## src/sv/p16e10_pkg.sv

```systemverilog
`timescale 1ns / 1ps
// ----------------------------------------------------------------------------
// p16e10_pkg
// Shared types, constants and helpers for the posit16 ten-to-the-x pipeline.
// ----------------------------------------------------------------------------
package p16e10_pkg;

    // Special bit patterns of posit16.
    localparam logic [15:0] NAR    = 16'h8000;
    localparam logic [15:0] MINPOS = 16'h0001;
    localparam logic [15:0] MAXPOS = 16'h7FFF;
    localparam logic [15:0] ONE    = 16'h4000;

    // Range bounds that pick the special results.
    localparam logic [15:0] NEG_LARGE_HI = 16'h97DF;
    localparam logic [15:0] POS_LARGE_LO = 16'h6821;
    localparam logic [15:0] NEAR_ZERO_NEG_LO = 16'hFFA9;
    localparam logic [15:0] NEAR_ZERO_POS_HI = 16'h0077;

    // log2(10) in Q2.48, split into two 25-bit halves for the multiplier.
    localparam logic [49:0] LOG2_TEN_Q48 = 50'd935039633142894;
    localparam int unsigned HALF_W = 25;

    // Horner coefficients in Q1.31, highest degree first.
    localparam int unsigned NUM_COEF = 7;
    localparam logic [32:0] POLY_Q31 [NUM_COEF] = '{
        33'd709088, 33'd1939573, 33'd21620913, 33'd118700755,
        33'd516002500, 33'd1488510799, 33'd2147483820
    };

    // Side data that travels with each item.
    typedef struct packed {
        logic              spec;
        logic [15:0]       spec_val;
        logic signed [8:0] n;
    } t_side;

    // Length of the run of bits equal to bit 14, counted from bit 14 down.
    function automatic logic [3:0] run_len(input logic [14:0] body);
        logic [3:0] cnt;
        logic       stop;
        cnt  = 4'd0;
        stop = 1'b0;
        for (int i = 14; i >= 0; i--) begin
            if (!stop && (body[i] == body[14])) begin
                cnt = cnt + 4'd1;
            end else begin
                stop = 1'b1;
            end
        end
        return cnt;
    endfunction

endpackage

```

## src/sv/p16e10_horner_step.sv

```systemverilog
`timescale 1ns / 1ps
// ----------------------------------------------------------------------------
// p16e10_horner_step
// One registered Horner step: y = ((y * f) >> 31) + c.
// ----------------------------------------------------------------------------
module p16e10_horner_step #(
    parameter int unsigned COEF_IDX = 1
) (
    input  logic                 i_clk,
    input  logic                 i_rst_n,
    input  logic                 i_en,
    input  logic                 i_vld,
    input  logic [32:0]          i_y,
    input  logic [30:0]          i_f31,
    input  p16e10_pkg::t_side    i_side,
    output logic                 o_vld,
    output logic [32:0]          o_y,
    output logic [30:0]          o_f31,
    output p16e10_pkg::t_side    o_side
);

    // Product back to Q1.31, then add the coefficient.
    logic [63:0] n_prod;
    logic [32:0] n_y;

    assign n_prod = 64'(i_y) * 64'(i_f31);
    assign n_y    = n_prod[63:31] + p16e10_pkg::POLY_Q31[COEF_IDX];

    always_ff @(posedge i_clk) begin
        if (!i_rst_n) begin
            o_vld <= 1'b0;
        end else if (i_en) begin
            o_vld <= i_vld;
        end
    end

    always_ff @(posedge i_clk) begin
        if (i_en) begin
            o_y    <= n_y;
            o_f31  <= i_f31;
            o_side <= i_side;
        end
    end

endmodule

```

## config.mk

```make
export PLATFORM = sky130hd
export DESIGN_NAME = p16e10_horner_step
export DESIGN_NICKNAME = d
export VERILOG_FILES = /design/src/sv/p16e10_pkg.sv /design/src/sv/p16e10_horner_step.sv
export SDC_FILE = /design/constraint.sdc
export NUM_CORES = 2
export LEC_CHECK = 0
export BUFFER_PORTS_ARGS = -buffer_cell sky130_fd_sc_hd__buf_2
export CORE_MARGIN = 2
export CORE_UTILIZATION = 45
export CTS_CLUSTER_DIAMETER = 100
export CTS_CLUSTER_SIZE = 8
export DETAILED_ROUTE_END_ITERATION = 8
export SYNTH_ARGS = -nofsm -noshare
export SYNTH_HDL_FRONTEND = slang
export SYNTH_SLANG_ARGS = --single-unit
```

## constraint.sdc

```tcl
create_clock -name i_clk -period 10.6 [get_ports i_clk]
set_clock_uncertainty 0.05 [all_clocks]
set_input_delay 1.06 -clock i_clk [delete_from_list [all_inputs] [get_ports i_clk]]
set_output_delay 1.06 -clock i_clk [all_outputs]
set_load 0.005 [all_outputs]
```

==> impl_metrics.toml <==
[logic_synthesis]
synth.area.top_cells = "fa_1 50%, ha_1 8.9%, inv_1 8.8%, edfxtp_1 7.5%, and2_1 7.5%"
synthArstFlopShare_pct = 0
syn_area_sq_um = 36000
synth_top_area_share_pct = 49.7
syn_avg_cell_area_sq_um = 9.34
synth_warnings = 0
yosysUniqueCellTypes = 80
synth-seq-area-share_pct = 7.56
synthTopCellsByCount = "894 x fa_1, 842 x inv_1, 672 x nand2_1"
synth_cells = 3853
ys_ff_latch = 91
synth_top_cell_by_area = "fa_1"
synth_fa_ha_area_share_pct = 58.6
synth-simple-area-share_pct = 16.8
synth_edf_count = 90
syn-num-nets = 5096
synth_top_family_by_area = "adder cells"
synth-compound-area-share_pct = 4.43
yosys.cell_count.top_type = "fa_1"
muxShareOfSynthArea_pct = 0.198
synth-main-ff-cell = "edfxtp_1"
synthXorXnorAreaFrac_pct = 1.38

[routing]
first_iter_violations = 1541
ant_nets = 0
num_vias = 26400
drc = 0
wire_per_inst_um = 20.3
drt-vias-per-instance = 5.29
drt-total-wl_um = 101000
firstDrtPassIters = 8

[clocking]
clk_pin_slew_ns = 0.08
clk_latency_ns = 0.39
cts_tree = "yes"
htreeDepth = 3
clk_path_buf_depth = 2
clock_sinks = 91
cts_root_buf = "clkbuf_16"
cts_setup_buffers = 0
post_cts_resized = 0
numCtsBuffers = 9
holdBufCountCts = 0

[floorplanning]
ios = 185
start_util_pct = 45.5
die_h_um = 287
rows = 103
coreArea_sq_um = 79100
die-area_sq_um = 82300
die_w_um = 287

[layout]
drive_gt1_share_pct = 8.20
syn2layout_area_growth_pct = 7.00
nets = 5178
finalCoreUtilization_pct = 48.7

[grt]
grt_usage_pct = 25.9
antenna_found_initial = 3
grt_pass1_vias = 29100
grt_overflow = 0
grt_start_max_net_pins = 62
grt_first_pass_wirelength_um = 163000

[job]
drv_cap = 0

[critical_path]
endpoint_kind = "flip-flop"
rr_endpoint = "o_vld"
critPathMaxStageDelay_ns = 0.56
reg2reg_from = "o_vld"
crit_path_top_delay_cell = "fa_1"
crit_top_cell = "fa_1"
startpoint_type = "primary input"
ff2ff_setup_slack_ns = 9.96
crit_arrival_ns = 10.03
critPathMaxFanout = 23
cp.required_ns = 10.70
reg2reg_depth = 2
crit_type = "primary input to flip-flop"

[placement]
gp_congestion = 0.906
io_buffers = 184
dp_hpwl_um = 86000

[sta]
setup_viol = 0
final_hold_viol_count = 0
worst_hold_slack_ns = 0.466
tightest_slew_ns = 0.934
grt_setup_unrepaired = "false"
post-route-period-util_pct = 93.7
fmax_mhz = 101
setup_tns_ns = 0
slew_headroom_pct = 37.7
fin_crit_ns = 9.93
maxSlewViolCount = 0

[min_path]
hold-path-cell-count = 2
hold_class = "flip-flop to flip-flop"
hold_end = "o_vld"
hp-start = "o_vld"

[outcome]
status = "completed"
==> sequential cells by signal, indices dropped and copies added (netlist names) <==
| register | flops |
|---|---|
| o_y | 33 |
| o_f31 | 31 |
| o_side | 26 |
| o_vld | 1 |
==> per-layer routing <==
layer / wire [um] / global-route usage [%] / up-vias
met5: 0 / 0 / -
li1: - / - / 11500
met1: 41300 / 33.9 / 13900
met4: 3400 / 8.59 / 0
met2: 51400 / 45.0 / 780
met3: 5120 / 2.71 / 147
==> through the flow <==
step / cell area, sq um / setup slack, ns / instances
finish: 38500 / 0.670 / 4991
global route: 38500 / 0.200 / 4991
CTS: 38500 / 0.689 / 4990
detailed placement: 38200 / 0.264 / 4974
global placement: 38200 / 0.306 / 4974
floorplan: 36000 / 1.20 / 3853
==> worst max-delay path by stage <==
stage | startpoint | endpoint | slack (ns)
finish | i_f31[7] | o_y[24] | 0.67
global route | i_f31[7] | o_y[24] | 0.20
CTS | i_f31[7] | o_y[24] | 0.69
detailed placement | i_f31[5] | o_y[24] | 0.26
global placement | i_f31[7] | o_y[24] | 0.31
floorplan | i_y[28] | o_y[32] | 1.20
==> kinds of logic after synthesis <==
kind of cell / after synthesis
muxes: 7
buffers and inverters: 1055
and+or+nand+nor: 1251
xor gates and xnor gates: 56
adders and majority gates: 1149
AOI/OAI and AO/OA: 244
DFF: 91
==> area by class of cell <==
| cell class | instances | area [sq um] |
|---|---|---|
| Fill cell | 7629 | 40600 |
| Multi-Input combinational cell | 2707 | 29300 |
| Inverter | 842 | 3160 |
| Sequential cell | 91 | 2720 |
| Timing Repair Buffer | 284 | 1710 |
| Tap cell | 1050 | 1310 |
| Clock buffer | 9 | 225 |
| Clock inverter | 7 | 82.6 |
| Antenna cell | 1 | 2.50 |
==> worst max-delay path, delay by kind of cell <==
kind / cells / cell delay [ns]
AO/OA/AOI/OAI: 7 / 2.04
adder cells (fa/ha/maj): 10 / 4.37
XOR/XNOR: 1 / 0.08
AND/OR/NAND/NOR: 7 / 1.54
buffers and inverters: 5 / 0.90
==> placed cells by master (no fill, tap or decap), types with 7 or more instances in the layout <==
cell type,netlist,final
fa_1,894,894
inv_1,842,842
nand2_1,672,672
and2_1,431,431
ha_1,255,255
buf_2,11,183
buf_4,1,98
edfxtp_1,90,90
a21oi_1,84,84
nor2_1,52,52
o21ai_0,42,42
xnor2_1,36,36
nand4_1,21,21
xor2_1,19,19
nor3_1,16,16
nand3_1,13,13
a21o_1,11,11
o21bai_1,10,10
o21ai_1,9,9
clkbuf_16,0,9
o21a_1,8,8
o2111ai_1,8,8
a211oi_1,7,7
o211ai_1,7,7
nor2b_1,7,7
Power is left out: the tool's default activity adds up to more than one toggle a clock period on the data nets, which glitch-free logic cannot reach.
