### config.mk
export PLATFORM = sky130hd
export DESIGN_NAME = p16e10_encode
export DESIGN_NICKNAME = d
export VERILOG_FILES = /design/src/sv/p16e10_pkg.sv /design/src/sv/p16e10_encode.sv
export SDC_FILE = /design/constraint.sdc
export NUM_CORES = 1
export LEC_CHECK = 0
export ABC_AREA = 1
export BUFFER_PORTS_ARGS = -buffer_cell sky130_fd_sc_hd__buf_4
export CORE_ASPECT_RATIO = 0.5
export CORE_MARGIN = 2
export CORE_UTILIZATION = 60
export DETAILED_ROUTE_END_ITERATION = 7
export PLACE_DENSITY_LB_ADDON = 0.12
export SLEW_MARGIN = 20
export SYNTH_ARGS = -nofsm -noshare
export SYNTH_HDL_FRONTEND = slang
export SYNTH_SLANG_ARGS = --single-unit
### constraint.sdc
create_clock -name i_clk -period 3.4 [get_ports i_clk]
set_input_delay 0 -clock i_clk [delete_from_list [all_inputs] [get_ports i_clk]]
set_output_delay 0 -clock i_clk [all_outputs]
set_load 0.03 [all_outputs]
### src/sv/p16e10_pkg.sv
`timescale 1ns / 1ps
// ----------------------------------------------------------------------------
// p16e10_pkg
// Shared types, constants and helpers for the posit16 ten-to-the-x pipeline.
// ----------------------------------------------------------------------------
package p16e10_pkg;

    // Special bit patterns of posit16.
    localparam logic [15:0] NAR    = 16'h8000;
    localparam logic [15:0] MINPOS = 16'h0001;
    localparam logic [15:0] MAXPOS = 16'h7FFF;
    localparam logic [15:0] ONE    = 16'h4000;

    // Range bounds that pick the special results.
    localparam logic [15:0] NEG_LARGE_HI = 16'h97DF;
    localparam logic [15:0] POS_LARGE_LO = 16'h6821;
    localparam logic [15:0] NEAR_ZERO_NEG_LO = 16'hFFA9;
    localparam logic [15:0] NEAR_ZERO_POS_HI = 16'h0077;

    // log2(10) in Q2.48, split into two 25-bit halves for the multiplier.
    localparam logic [49:0] LOG2_TEN_Q48 = 50'd935039633142894;
    localparam int unsigned HALF_W = 25;

    // Horner coefficients in Q1.31, highest degree first.
    localparam int unsigned NUM_COEF = 7;
    localparam logic [32:0] POLY_Q31 [NUM_COEF] = '{
        33'd709088, 33'd1939573, 33'd21620913, 33'd118700755,
        33'd516002500, 33'd1488510799, 33'd2147483820
    };

    // Side data that travels with each item.
    typedef struct packed {
        logic              spec;
        logic [15:0]       spec_val;
        logic signed [8:0] n;
    } t_side;

    // Length of the run of bits equal to bit 14, counted from bit 14 down.
    function automatic logic [3:0] run_len(input logic [14:0] body);
        logic [3:0] cnt;
        logic       stop;
        cnt  = 4'd0;
        stop = 1'b0;
        for (int i = 14; i >= 0; i--) begin
            if (!stop && (body[i] == body[14])) begin
                cnt = cnt + 4'd1;
            end else begin
                stop = 1'b1;
            end
        end
        return cnt;
    endfunction

endpackage

### src/sv/p16e10_encode.sv
`timescale 1ns / 1ps
// ----------------------------------------------------------------------------
// p16e10_encode
// Scales 2^f by 2^n and rounds to posit16, nearest with ties to even.
// ----------------------------------------------------------------------------
module p16e10_encode (
    input  logic                 i_clk,
    input  logic                 i_rst_n,
    input  logic                 i_en,
    input  logic                 i_vld,
    input  logic [32:0]          i_y,
    input  p16e10_pkg::t_side    i_side,
    output logic                 o_vld,
    output logic [15:0]          o_posit
);

    // Stage 1: exponent, regime and left-aligned bit string.
    logic signed [9:0] n_s;
    logic signed [9:0] n_sc;
    logic [31:0]       n_frac32;
    logic signed [5:0] n_k;
    logic [4:0]        n_rl;
    logic [63:0]       n_mask;
    logic [63:0]       n_tail;
    logic [63:0]       n_a;

    always_comb begin
        if (i_y[32]) begin
            n_s      = 10'(i_side.n) + 10'sd1;
            n_frac32 = i_y[31:0];
        end else begin
            n_s      = 10'(i_side.n);
            n_frac32 = {i_y[30:0], 1'b0};
        end
        if (n_s > 10'sd30) begin
            n_sc = 10'sd30;
        end else if (n_s < -10'sd30) begin
            n_sc = -10'sd30;
        end else begin
            n_sc = n_s;
        end
        n_k = 6'(n_sc >>> 1);
        if (n_k >= 6'sd0) begin
            n_rl   = 5'(n_k + 6'sd2);
            n_mask = ~(64'hFFFF_FFFF_FFFF_FFFF >> 5'(n_k + 6'sd1));
        end else begin
            n_rl   = 5'(6'sd1 - n_k);
            n_mask = 64'h8000_0000_0000_0000 >> 5'(-n_k);
        end
        n_tail = {n_sc[0], n_frac32, 31'd0};
        n_a    = n_mask | (n_tail >> n_rl);
    end

    logic        r_vld1;
    logic [63:0] r_a1;
    logic        r_spec1;
    logic [15:0] r_spec_val1;

    always_ff @(posedge i_clk) begin
        if (!i_rst_n) begin
            r_vld1 <= 1'b0;
        end else if (i_en) begin
            r_vld1 <= i_vld;
        end
    end

    always_ff @(posedge i_clk) begin
        if (i_en) begin
            r_a1        <= n_a;
            r_spec1     <= i_side.spec;
            r_spec_val1 <= i_side.spec_val;
        end
    end

    // Stage 2: round, clamp to the posit range and merge special results.
    logic [14:0] n_keep;
    logic [48:0] n_rem;
    logic        n_up;
    logic [15:0] n_rnd;
    logic [15:0] n_res;

    always_comb begin
        n_keep = r_a1[63:49];
        n_rem  = r_a1[48:0];
        n_up   = (n_rem > {1'b1, 48'd0}) || ((n_rem == {1'b1, 48'd0}) && n_keep[0]);
        n_rnd  = {1'b0, n_keep} + {15'd0, n_up};
        if (n_rnd > p16e10_pkg::MAXPOS) begin
            n_res = p16e10_pkg::MAXPOS;
        end else if (n_rnd == 16'd0) begin
            n_res = p16e10_pkg::MINPOS;
        end else begin
            n_res = n_rnd;
        end
        if (r_spec1) begin
            n_res = r_spec_val1;
        end
    end

    always_ff @(posedge i_clk) begin
        if (!i_rst_n) begin
            o_vld <= 1'b0;
        end else if (i_en) begin
            o_vld <= r_vld1;
        end
    end

    always_ff @(posedge i_clk) begin
        if (i_en) begin
            o_posit <= n_res;
        end
    end

endmodule
==> impl_metrics.py <==
metrics = {
    "status": {
        "status": "complete, no violations",
    },
    "global_routing": {
        "grt_pass1_vias": 6736,
        "grt_first_pass_wirelength_mm": 35.0,
        "grt_max_degree": 101,
        "grtUsageTotal": 0.329,
        "antenna_found_initial": 0,
        "grt.overflow.total": 0,
    },
    "floorplan": {
        "start_util": 0.609,
        "core_area_sq_um": 12500,
        "num_rows": 29,
        "die_w_um": 163,
        "die_y_um": 83.7,
        "ios": 80,
        "die-area_sq_um": 13700,
    },
    "route": {
        "wl_per_cell_um": 17.2,
        "vias_per_cell": 5.98,
        "postRouteAntennaNets": 0,
        "routed_wl_mm": 21.8,
        "vias": 7576,
        "drc_errors": 0,
        "first_pass_iters": 5,
        "drt_iter0_drc": 1116,
    },
    "placed_design": {
        "dpl.hpwl_mm": 16.6,
        "gp_congestion": 0.975,
        "post-place-ws_ns": 0.233,
        "io_buffer_count": 79,
    },
    "cts": {
        "clk_path_buf_depth": 2,
        "path_clk_slew_ns": 0.06,
        "cts_tree": "built",
        "clock_latency_ns": 0.34,
        "cts_sinks": 99,
        "cts_resized": 0,
        "root_buffer": "clkbuf_16",
        "h-tree-depth": 3,
        "cts_made_buffers": 9,
    },
    "cells_and_area": {
        "final_cell_mix": "298 x nand3_1, 236 x nand2_1, 97 x edfxtp_1, 94 x buf_4, 67 x inv_1",
        "area_growth_pct": 14.7,
        "nFillCells": 1032,
        "finalNetCount": 1165,
        "drive_gt1_frac": 0.159,
        "final_common_cell": "nand3_1",
        "num_antenna_cells": 0,
    },
    "setup_path": {
        "cp-end-kind": "register",
        "critPathRequiredTime_ns": 3.53,
        "cpPeakStageDelay_ns": 0.35,
        "cp.arrival_ns": 3.06,
        "path_cells": "buf_4 > ha_1 > nand2_2 > nand2_1 > nand2_1 > nor2_1 > nand2_1 > nor2_1 > nor2_2 > nand2_4 > nand2_8 > inv_2 > a21oi_2 > inv_1 > ha_1 > o21ai_2 > xnor2_2 > buf_12 > nand4_1 > o21ai_1",
        "critPathKind": "input pin to register",
        "startpoint_type": "input pin",
        "crit_fanout": 41,
        "crit_slowest_cell": "o21ai_1",
        "reg2regPathDepth": 12,
        "crit_top_cell": "nand2_1",
    },
    "flow_run": {
        "drv_cap": 0,
    },
    "hold_path": {
        "holdPathStages": 1,
        "hold_class": "input pin to register",
    },
    "synth": {
        "yosysUniqueCellTypes": 50,
        "syn_area_sq_um": 7630,
        "synth_seq_cells": 99,
        "synth_warnings": 0,
        "synth-edff-count": 97,
        "syn_inst": 1020,
        "synth_ff_type": "edfxtp_1",
        "syn_avg_cell_area_sq_um": 7.48,
        "async_flop_share": 0,
        "yosysSeqAreaShare": 0.387,
    },
    "timing": {
        "rsz0062_at_grt": "no",
        "tns_ns": 0,
        "skew_ns": 0.00646,
        "setup_viol": 0,
        "tightest_slew_ns": 0.869,
        "fin_crit_ns": 2.92,
        "final_max_slew_viol_count": 0,
        "max_freq_mhz": 342,
        "slew_headroom": 0.421,
        "period_share": 0.860,
        "hold_viol_final": 0,
        "setup_slack_ns": 0.476,
    },
    "power": {
        "design_power_total_w": 0.00399,
        "ir_drop_mv": 0.391,
        "p_leak_nw": 3.86,
        "pwr_density_cell_nw_per_um2": 456,
    },
}
[area by class of cell]
type / instances / area, sq um / area share
inverters: 81 / 307 / 0.0350
clock buffers: 12 / 236 / 0.0270
repair buffers: 116 / 947 / 0.108
multi-input cells: 785 / 4070 / 0.465
flip-flops and latches: 99 / 2950 / 0.338
clock inverters: 4 / 27.5 / 0.00315
well taps: 170 / 213 / 0.0243
[kinds of logic after synthesis]
logic type               synth area share
multiplexers                      0.00394
XOR/XNOR                           0.0258
AO/OA/AOI/OAI                      0.0609
buffers and inverters              0.0812
AND/OR/NAND/NOR                     0.424
other                            0.000492
flip-flops                          0.387
adder cells (fa/ha/maj)            0.0164
[registers in the layout, indices dropped and copies added, names as in the netlist]
| register | cells |
|---|---|
| r_a1 | 64 |
| o_posit | 16 |
| r_spec_val1 | 16 |
| o_vld | 1 |
| r_spec1 | 1 |
| r_vld1 | 1 |
[report_power, final]
part / internal (W) / switching [W] / total [W]
clock: 0.000495 / 0.000415 / 0.000910
sequential: 0.00158 / 0.0000802 / 0.00166
combinational: 0.000466 / 0.000956 / 0.00142
[worst paths after layout]
check | from | end | slack (ns)
hold / removal | i_en | o_posit[9] | 0.26
setup / recovery | i_side[0] | r_a1[18] | 0.48
hold reg to reg | r_vld1 | o_vld | 0.52
setup reg to reg | r_a1[49] | o_posit[0] | 0.95
[cell usage after synthesis, types with 4 or more instances]
| cell type | count | share of area |
|---|---|---|
| nand2_1 | 236 | 0.12 |
| xnor2_1 | 4 | 0.0046 |
| nand2_2 | 7 | 0.0057 |
| a21oi_1 | 19 | 0.012 |
| inv_2 | 12 | 0.0059 |
| nand2_4 | 5 | 0.0074 |
| nor3_1 | 7 | 0.0046 |
| buf_1 | 4 | 0.0020 |
| inv_1 | 67 | 0.033 |
| nor2_1 | 45 | 0.022 |
| buf_2 | 22 | 0.014 |
| buf_6 | 6 | 0.0089 |
| o21ai_1 | 14 | 0.0092 |
| o22ai_1 | 9 | 0.0074 |
| buf_4 | 8 | 0.0079 |
| xor2_1 | 11 | 0.013 |
| nand3_1 | 298 | 0.20 |
| nor2_2 | 6 | 0.0049 |
| nor4_1 | 15 | 0.012 |
| or2_2 | 7 | 0.0057 |
| nand4_1 | 27 | 0.022 |
| edfxtp_1 | 97 | 0.38 |
| o21ai_0 | 22 | 0.014 |
| clkbuf_1 | 16 | 0.0079 |
| ha_1 | 10 | 0.016 |
| nand3_2 | 11 | 0.014 |
[through the flow]
| stage | cells | utilization | cell area (sq um) | hold slack, ns |
|---|---|---|---|---|
| after floorplan | 1021 | - | 7630 | 0.0989 |
| after global placement | 1232 | 0.662 | 8290 | 0.178 |
| after detailed placement | 1232 | 0.662 | 8290 | 0.179 |
| after CTS | 1267 | 0.699 | 8740 | 0.359 |
| after global routing | 1267 | 0.699 | 8750 | 0.297 |
| final | 1267 | 0.699 | 8750 | 0.264 |
[metal layers]
metal / up-vias / wire length (um) / track usage
met5: - / 0 / 0
met4: 0 / 176 / 0.0587
met3: 18 / 2900 / 0.0994
met2: 448 / 8380 / 0.435
met1: 3416 / 10300 / 0.526
li1: 3694 / - / -
[critical path, delay by kind of cell]
kind	cells	cell delay, ns
adders and majority gates	2	0.45
AOI/OAI and AO/OA	3	0.77
and+or+nand+nor	10	1.11
xor gates and xnor gates	1	0.17
buffers and inverters	4	0.55
[timing repair]
action	in CTS	in global routing
setup buffers	0	0
hold buffers	19	0
endpoints found under the hold margin	19	0
(Power assumes the default switching activity.)
